<file path="src/rtl/mfi_pkg.sv">
`timescale 1ns / 1ps
// Shared types, constants and the sigmoid table for the perceptron inference block.
// No dependencies; every file but mfi_ram imports it.
package mfi_pkg;

   localparam int DATA_W          = 16;
   localparam int WADDR_W         = 11;
   localparam int WEIGHT_DEPTH    = 2048;
   localparam int INPUT_MAX_DEF   = 16;
   localparam int HIDDEN_MAX_DEF  = 16;
   localparam int LAYER_MAX_DEF   = 4;
   localparam int CFG_IDX_W       = 3;
   localparam int CFG_DATA_W      = 13;
   localparam int REQ_TDATA_W     = 32;
   localparam int RSP_TDATA_W     = 16;
   localparam int ONE_Q           = 4096;

   typedef enum logic [1:0] {
      ACT_SIGMOID = 2'd0,
      ACT_CLAMP   = 2'd1,
      ACT_LEAKY   = 2'd2,
      ACT_PASS    = 2'd3
   } act_sel_type;

   typedef enum logic {
      KIND_WEIGHT  = 1'b0,
      KIND_FEATURE = 1'b1
   } item_kind_type;

   typedef struct packed {
      item_kind_type              kind;
      logic [WADDR_W-1:0]         addr;
      logic [DATA_W-1:0]          value;
      logic                       last;
   } item_type;

   typedef struct packed {
      logic [4:0]  input_count;
      logic [4:0]  hidden_count;
      logic [2:0]  hidden_layers;
      act_sel_type hidden_act;
      act_sel_type output_act;
      logic [12:0] leak;
   } cfg_type;

   // sigmoid at steps of 0.5 from 0 to 8, unsigned Q0.12
   function automatic logic [11:0] sig_rom(input logic [4:0] idx);
      logic [11:0] y;
      unique case (idx)
         5'd0:    y = 12'd2048;
         5'd1:    y = 12'd2550;
         5'd2:    y = 12'd2994;
         5'd3:    y = 12'd3349;
         5'd4:    y = 12'd3608;
         5'd5:    y = 12'd3785;
         5'd6:    y = 12'd3902;
         5'd7:    y = 12'd3976;
         5'd8:    y = 12'd4022;
         5'd9:    y = 12'd4051;
         5'd10:   y = 12'd4069;
         5'd11:   y = 12'd4079;
         5'd12:   y = 12'd4086;
         5'd13:   y = 12'd4090;
         5'd14:   y = 12'd4092;
         5'd15:   y = 12'd4094;
         5'd16:   y = 12'd4095;
         default: y = 12'd0;
      endcase
      return y;
   endfunction

endpackage

</file>
<file path="src/rtl/mfi_front.sv">
`timescale 1ns / 1ps
// Request intake: decodes the request stream into items and holds them in a
// two-entry queue for the engine. Depends on mfi_pkg.
module mfi_front (
   input  logic                                clock,
   input  logic                                reset,
   input  logic                                req_tvalid,
   output logic                                req_tready,
   input  logic [mfi_pkg::REQ_TDATA_W-1:0]     req_tdata,
   input  logic                                req_tlast,
   input  logic                                req_tuser,
   output logic                                item_valid,
   output mfi_pkg::item_type                   item,
   input  logic                                item_pop
);
   import mfi_pkg::*;

   item_type   q_ff [2];
   logic       wr_ptr_ff, wr_ptr_in;
   logic       rd_ptr_ff, rd_ptr_in;
   logic [1:0] count_ff, count_in;
   logic       push;
   item_type   dec;

   always_comb begin
      dec.kind  = item_kind_type'(req_tuser);
      dec.addr  = req_tdata[WADDR_W-1:0];
      dec.value = req_tdata[WADDR_W+DATA_W-1:WADDR_W];
      dec.last  = req_tlast;
   end

   assign req_tready = (count_ff != 2'd2);
   assign push       = req_tvalid && req_tready;
   assign item_valid = (count_ff != 2'd0);
   assign item       = q_ff[rd_ptr_ff];

   always_comb begin
      wr_ptr_in = push ? ~wr_ptr_ff : wr_ptr_ff;
      rd_ptr_in = item_pop ? ~rd_ptr_ff : rd_ptr_ff;
      count_in  = count_ff + {1'b0, push} - {1'b0, item_pop};
   end

   always_ff @(posedge clock) begin
      if (reset) begin
         wr_ptr_ff <= 1'b0;
         rd_ptr_ff <= 1'b0;
         count_ff  <= 2'd0;
      end else begin
         wr_ptr_ff <= wr_ptr_in;
         rd_ptr_ff <= rd_ptr_in;
         count_ff  <= count_in;
      end
   end

   always_ff @(posedge clock) begin
      if (push) begin
         q_ff[wr_ptr_ff] <= dec;
      end
   end

endmodule

</file>
<file path="config.mk">
export PLATFORM = sky130hd
export DESIGN_NAME = mfi_front
export DESIGN_NICKNAME = d
export VERILOG_FILES = /design/src/rtl/mfi_pkg.sv /design/src/rtl/mfi_front.sv
export SDC_FILE = /design/constraint.sdc
export NUM_CORES = 1
export LEC_CHECK = 0
export ABC_AREA = 1
export BUFFER_PORTS_ARGS = -buffer_cell sky130_fd_sc_hd__buf_4
export CAP_MARGIN = 20
export CORE_ASPECT_RATIO = 0.6
export CORE_MARGIN = 4
export CORE_UTILIZATION = 45
export DETAILED_ROUTE_END_ITERATION = 6
export PLACE_DENSITY = 0.74
export SYNTH_ARGS = -nofsm -noshare
export SYNTH_HDL_FRONTEND = slang
export SYNTH_SLANG_ARGS = --single-unit
export TNS_END_PERCENT = 20
</file>
<file path="constraint.sdc">
create_clock -name clock -period 2.2 [get_ports clock]
set_input_delay 0.22 -clock clock [delete_from_list [all_inputs] [get_ports clock]]
set_output_delay 0.22 -clock clock [all_outputs]
set_load 0.02 [all_outputs]
</file>
== Yosys cells after proc, flatten, opt, wreduce, memory -nomap -nowiden ==
Memory sizes are Yosys's and may differ from the RTL's. A register that Yosys moved wholly into a read port is not among the register bits.
Index checks and enable logic that the tools add are counted.
Widths: inputs -> output; s select.

* Eq/ne operators: 1
* $add $sub $neg: 2
* $mul: 0
* $lt $le $gt $ge: 0
* Multiplexer cells: 4
* Bitwise gates (word level): 2
* Div/mod/pow operators: 0
* Shifts and indexed selects: 0
* Reduce and logical (&&, ||, !) cells: 2

{| class="wikitable"
|+ Operators by type and width
! operator !! number
|-
| $mux 1 || 4
|-
| $add 2x1->2 || 1
|-
| $ne 2x2->1 const B || 1
|-
| $not 1->1 || 2
|-
| $reduce_bool 2->1 || 1
|-
| $sub 2x1->2 || 1
|-
| $logic_and 1x1->1 || 1
|}

* Output and inout port bits: 31
* Memory bits (writable): 58
* Register bits: 4
* Bits in read-only memories: 0
* Input bits: 38
* Memories kept: 1
* Logic and storage cells: 15
* Bits in latches: 0

{| class="wikitable"
|+ Memories
! name !! words !! bits a word !! rd ports !! clocked after memory_dff !! wr ports !! RTL line !! RTL
|-
| q_ff || 2 || 29 || 1 || 1 || 1 || mfi_front.sv:18 || <nowiki>item_type q_ff [2];</nowiki>
|}

== Longest topological paths before layout ==
Gate-level depths: netlist of the first run.

* Depth in word-level cells: 4
* Depth in mapped cells: 11
* Depth with buffers taken out: 11

== Worst setup path before layout of the first run ==
Ideal clock, no wire load.

* Path type: reg2reg
* Start: register count_ff[0]
* End: memory q_ff[0][0] (netlist name) (enable)
* Required time: 1.785 ns
* Library setup time: 0.415 ns
* Arrival time: 1.990 ns
* Clock period less this slack: 2.405 ns
* Buffers on the path: 0
* Cell stages (with the launch flop): 5
* Slack: -0.205 ns
* Path through: dfxtp_1 -> inv_1 -> nand2_1 -> nand2_1 -> nor2_1

* Longest elaborated chain between the ends: 4

{| class="wikitable"
|+ RTL lines
! what !! RTL line !! RTL
|-
| start: declaration || mfi_front.sv:21 || <nowiki>logic [1:0] count_ff, count_in;</nowiki>
|-
| start signal: assignment || mfi_front.sv:51 || <nowiki>count_ff <= count_in;</nowiki>
|-
| $ne 2x2->1 || mfi_front.sv:32 || <nowiki>assign req_tready = (count_ff != 2'd2);</nowiki>
|-
| named net req_tready || mfi_front.sv:8 || <nowiki>output logic req_tready,</nowiki>
|-
| $logic_and 1x1->1 || mfi_front.sv:33 || <nowiki>assign push = req_tvalid && req_tready;</nowiki>
|-
| $mux 1 || mfi_front.sv:56 || <nowiki>if (push) begin</nowiki>
|-
| $mux 1 (not written as such) || mfi_front.sv:57 || <nowiki>q_ff[wr_ptr_ff] <= dec;</nowiki>
|-
| end: declaration || mfi_front.sv:18 ||
|}

The timed path passes the listed nets, and every way through them passes these cells.

==> results.json, run 1 <==
{
  "status": "finished, final reports clean",
  "area_delta_synth_final_pct": 31.8,
  "die_h_um": 64.1,
  "wl_mm": 4.04,
  "r2r_cells": 11,
  "syn-num-nets": 161,
  "htree_levels": 3,
  "initial_utilization_pct": 46.7,
  "layout_commonest_cell": "buf_4",
  "grt_pass1_wl_mm": 6.55,
  "worst-r2r-setup-slack_ns": 0.68,
  "use_met3_pct": 7.31,
  "worst_slack_ns": 0.499,
  "dp.cells": 253,
  "vdd_drop_max_v": 0.000483,
  "netlist_area_mm2": 0.00236,
  "slowest_delay_ns": 0.38,
  "grt_overflow": 0,
  "final.setup.tns_ns": 0,
  "worst_pin_slew_ns": 0.393,
  "placed_area_mm2": 0.00293,
  "cp_data_required_time_ns": 1.98,
  "cp_cell_sequence": "buf_4, mux2_2, buf_4",
  "whs_ns": 0.0728,
  "finalSetupViolations": 0,
  "total_power_mw": 2.88,
  "timing.fmax_ghz": 0.588,
  "timing.critical_path.mode_cell": "buf_4",
  "core_area_mm2": 0.00505,
  "hold_buffers": 0,
  "grt_util_met1_pct": 15.6,
  "antenna_cells": 0,
  "clkTransAtPathRegs_ns": 0.06,
  "finalCritPeriodShare_pct": 77.3,
  "drv_slew": 0,
  "synth.distinct_cells": 13,
  "dieArea_mm2": 0.00650,
  "layout.cells.non_filler": 269,
  "drt_iter0_markers": 36,
  "fin_util_pct": 61.5,
  "end_kind": "primary output",
  "critPathBufInv": 2,
  "leakage_nw": 1.22,
  "syn_avg_cell_area_um2": 19.3,
  "grt_max_degree": 30,
  "p_per_area_mw_per_mm2": 927,
  "min_path_type": "in -> reg",
  "cts_setup_buffers": 0,
  "crit_fanout": 16,
  "yosysWarnings": 0,
  "die_w_um": 101,
  "vias": 1251,
  "cp_slowest_cell": "mux2_2",
  "cts_num_sinks": 63,
  "cts_resized": 0,
  "seq_area_frac_synth_pct": 78.1,
  "synth_seq_cells": 63,
  "final_cell_mix": "buf_4, edfxtp_1, mux2_2",
  "critPathTopFamily": "buffers and inverters",
  "cts_buffers": 9,
  "hold_violations": 0,
  "cts-root-to-sink-buffers": 2,
  "syn_inst": 122,
  "timing.rr.start": "count_ff[0]",
  "drt-pass1-iter-count": 4,
  "grt_busiest_layer": "met2",
  "grt_pass1_vias": 1386,
  "port_buffers": 63,
  "relSlewSlack_pct": 73.8,
  "maxCapViolations": 0,
  "cts_tree": "yes",
  "layout.nets": 237,
  "io_pins": 69,
  "place_congestion": 0.752,
  "fin_area_mm2": 0.00311,
  "postRouteAntennaNets": 0,
  "pre_cts_ws_ns": 0.689,
  "antenna_found_initial": 0,
  "cp_data_arrival_time_ns": 1.48,
  "rsz0062_at_grt": "false",
  "dpl.hpwl_mm": 2.85,
  "finClkSkew_ns": 0.00566,
  "holdPathEnd": "q_ff[1][21]",
  "vias_per_cell": 4.65,
  "clkLatencyLatePin_ns": 0.33,
  "drc": 0,
  "layout_min_cycle_time_ns": 1.70,
  "wl_per_cell_um": 15.0,
  "worstReg2RegEnd": "count_ff[1]",
  "root_buffer": "clkbuf_8",
  "path_depth": 3,
  "crit_type": "reg -> out",
  "start_kind": "flip-flop",
  "grt_usage_pct": 13.9,
  "hp-start": "req_tdata[4]",
  "rows": 20,
  "use_met2_pct": 22.1,
  "hold_depth": 1,
  "drive_above_1_share_pct": 55.2
}
## logic make-up (layout without fill, tap and decap cells)
family	Yosys count	after routing	share of synthesized area, %
DFF	63	63	78.1
AOI/OAI and AO/OA	2	2	0.424
buffers and inverters	9	90	2.12
and+or+nand+nor	16	16	2.65
xor gates and xnor gates	2	2	0.743
muxes	29	29	15.4
adders and majority gates	1	1	0.530
## area by class of cell
type / count / area [µm²]
clock buffers: 11 / 131
clock inverters: 5 / 48.8
fillers: 384 / 1950
inverters: 6 / 22.5
multi-input cells: 50 / 472
flip-flops and latches: 63 / 1840
well taps: 66 / 82.6
repair buffers: 68 / 510
## Yosys cell counts, drive strengths merged
cell	n	area, µm²
dfxtp	5	100
buf	3	27.5
edfxtp	58	1740
a21oi	2	10.0
ha	1	12.5
xnor2	2	17.5
mux2	29	364
nand3	2	10.0
inv	6	22.5
nor2	6	22.5
nand2	8	30.0
## metal layers
| layer | part of all wire [%] | routed length [µm] |
|---|---|---|
| met4 | 1.2 | 49 |
| met3 | 9.7 | 393 |
| met1 | 42 | 1680 |
| met2 | 47 | 1910 |
| met5 | 0 | 0 |
## flip-flops by register name, summed over array words and instances (netlist names), named ones only
name and count:
count_ff 2, q_ff 58, rd_ptr_ff 1, wr_ptr_ff 1
## power by group
| group | switching, mW | internal, mW |
|---|---|---|
| sequential | 0.0270 | 1.43 |
| combinational | 0.279 | 0.250 |
| clock | 0.384 | 0.513 |
## worst register-to-register path: cells and delay by family, from the launching register on
kind          cells  cell delay [ns]
flops             1             0.33
xor+xnor          1             0.18
simple gates      7             0.59
buf+inv           2             0.13
fa+ha+maj         1             0.20
## worst max-delay path by stage
| stage | end |
|---|---|
| 2_1_floorplan | q_ff[0][0] |
| 3_3_place_gp | q_ff[1][12] |
| 3_5_place_dp | count_ff[1] |
| 4_1_cts | item[10] |
| 5_1_grt | item[16] |
| 6_report | item[10] |
(Power assumes the default switching activity.)
==> inputs of run 2 (changes only) <==
==> constraint.sdc (replaced) <==
create_clock -name clock -period 1.44 [get_ports clock]
set_input_delay 0.144 -clock clock [delete_from_list [all_inputs] [get_ports clock]]
set_output_delay 0.144 -clock clock [all_outputs]
set_load 0.02 [all_outputs]
==> run 2 against run 1 <==
  * The flow now finishes with violations (negative setup slack)
  * Routed wire length is 18% higher
  * Combinational power is 100% higher
  * Clock power is 53% higher
  * Setup slack worse by 0.54 ns
  * Total power is 63% higher
  * Clock skew is 0.0064 ns higher
  * Via count is 13% higher
  * Final area is 18% higher
  * Global-route usage is 0.74 points higher
  * Register-to-register slack worse by 0.59 ns
  * First-iteration DRC count is 22% lower
==> results.json, run 2 (synthesis gave the netlist of run 1 again) <==
{
  "status": "complete, but fails checks",
  "failed_checks": "negative setup slack",
  "largestRegisters": "q_ff (58), count_ff (2)",
  "htree_levels": 3,
  "min_path_type": "in -> reg",
  "drt-pass1-iter-count": 5,
  "rows": 20,
  "die_h_um": 64.1,
  "clkTransAtPathRegs_ns": 0.06,
  "io_pins": 69,
  "fillerInstances": 309,
  "cts_num_sinks": 63,
  "place_congestion": 0.697,
  "grt_max_degree": 18,
  "grt_overflow": 0,
  "finClkSkew_ns": 0.0120,
  "hold_violations": 0,
  "drive_above_1_share_pct": 51.1,
  "placed_area_mm2": 0.00299,
  "finalSetupViolations": 29,
  "fin_area_mm2": 0.00368,
  "crit_fanout": 8,
  "die_w_um": 101,
  "core_area_mm2": 0.00505,
  "rsz0062_at_grt": "true",
  "cts_buffers": 9,
  "port_buffers": 63,
  "largest_reg_flops": 58,
  "wl_mm": 4.75,
  "drv_slew": 0,
  "p_per_area_mw_per_mm2": 1280,
  "cp_slowest_cell": "dfxtp_4",
  "drt_iter0_markers": 28,
  "maxCapViolations": 0,
  "share_seq_of_total_power_pct": 47.8,
  "worst_slack_ns": -0.0457,
  "clkLatencyLatePin_ns": 0.33,
  "relSlewSlack_pct": 83.8,
  "cts-root-to-sink-buffers": 2,
  "dieArea_mm2": 0.00650,
  "crit_type": "reg -> out",
  "cp_cell_sequence": "clkbuf_16, mux2_4, buf_6",
  "total_power_mw": 4.69,
  "multi_input_area_um2": 568,
  "r2r_cells": 10,
  "cp_data_arrival_time_ns": 1.34,
  "initial_utilization_pct": 46.7,
  "p_sw_share_pct": 24.3,
  "switching_power_mw": 1.14,
  "vias": 1408,
  "leakage_nw": 1.49,
  "final_cell_mix": "edfxtp_1, buf_4, dlygate4sd3_1",
  "postRouteAntennaNets": 0,
  "pre_cts_ws_ns": 0.0715,
  "layout.cells.non_filler": 301,
  "holdPathEnd": "count_ff[1]",
  "root_buffer": "clkbuf_8",
  "timing.rr.start": "count_ff[0]",
  "top_register": "q_ff",
  "timing.fmax_ghz": 0.673,
  "end_kind": "primary output",
  "layout.nets": 269,
  "drc": 0,
  "worstReg2RegEnd": "count_ff[1]",
  "hold_depth": 3,
  "worst-r2r-setup-slack_ns": 0.09,
  "grt_usage_pct": 14.6,
  "final.setup.tns_ns": -0.768,
  "layout_commonest_cell": "edfxtp_1",
  "antenna_found_initial": 0,
  "grt_pass1_vias": 1467,
  "cts_tree": "yes",
  "hp-start": "item_pop",
  "worst_pin_slew_ns": 0.243,
  "dp.cells": 254,
  "combPwrFrac_pct": 23.0,
  "critPathBufInv": 2,
  "dpl.hpwl_mm": 2.92,
  "finalCritPeriodShare_pct": 103,
  "wl_per_cell_um": 15.8,
  "area_delta_synth_final_pct": 56.0,
  "clkPwrFrac_pct": 29.2,
  "layout_min_cycle_time_ns": 1.49,
  "cp_data_required_time_ns": 1.30,
  "start_kind": "flip-flop",
  "grt_pass1_wl_mm": 6.95,
  "critPathTopFamily": "flip-flops",
  "antenna_cells": 0,
  "slowest_delay_ns": 0.39,
  "vdd_drop_max_v": 0.000987,
  "internal_power_mw": 3.55,
  "vias_per_cell": 4.68,
  "ff_latch_area_mm2": 0.00185
}
-- run 2: worst max-delay path by stage --
stage | start | endpoint | slack, ns | depth (start not counted)
floorplan | count_ff[0] | q_ff[0][0] | 0.01 | 4
global placement | count_ff[1] | count_ff[1] | 0.16 | 9
detailed placement | count_ff[1] | count_ff[1] | 0.07 | 9
CTS | flip-flop | item[12] | -0.09 | 3
global route | flip-flop | item[4] | -0.10 | 3
finish | flip-flop | item[4] | -0.05 | 3
-- run 2: area by class of cell --
class / instances / area share [%]
clock buffers: 11 / 3.57
clock inverters: 5 / 1.33
inverters: 6 / 0.612
multi-input cells: 50 / 15.4
flip-flops and latches: 63 / 50.2
well taps: 66 / 2.24
repair buffers: 100 / 26.6
-- run 2: power by group through the flow --
stage                     Combinational [mW]  Sequential, mW  Clock (mW)
after floorplan                        0.501            2.26           0
after global placement                 0.834            2.26           0
after detailed placement               0.859            2.27           0
after CTS                              0.986            2.24        1.40
after global routing                    1.15            2.26        1.51
final                                   1.08            2.24        1.37
-- run 2: per-stage QoR --
step | util (%) | hold WS (ns)
after floorplan | - | 0.208
after global placement | 59.1 | 0.329
after detailed placement | 59.1 | 0.332
after CTS | 70.2 | 0.107
after global routing | 72.8 | 0.120
final | 72.8 | 0.120
-- run 2: worst register-to-register path: cells and delay by family (launching register included) --
kind	cells	cell delay (ns)
compound gates	1	0.11
buf+inv	2	0.12
xor+xnor	1	0.14
fa+ha+maj	1	0.19
flops	1	0.32
simple gates	5	0.35
-- run 2: routing by layer --
layer	share of wire (%)	up-vias	track usage, %	routed length [µm]
met2	50	52	25.1	2380
met4	0.84	0	2.49	40
met3	8.5	4	8.29	405
met5	0	-	0	0
li1	-	673	-	-
met1	41	679	16.1	1930
-- run 2: what timing repair did --
action,in CTS,in global routing
gates resized for setup,22,29
endpoints found under the setup margin,29,30
hold endpoints to repair,59,0
gates cloned,0,1
hold buffers,30,0
buffers inserted,0,0
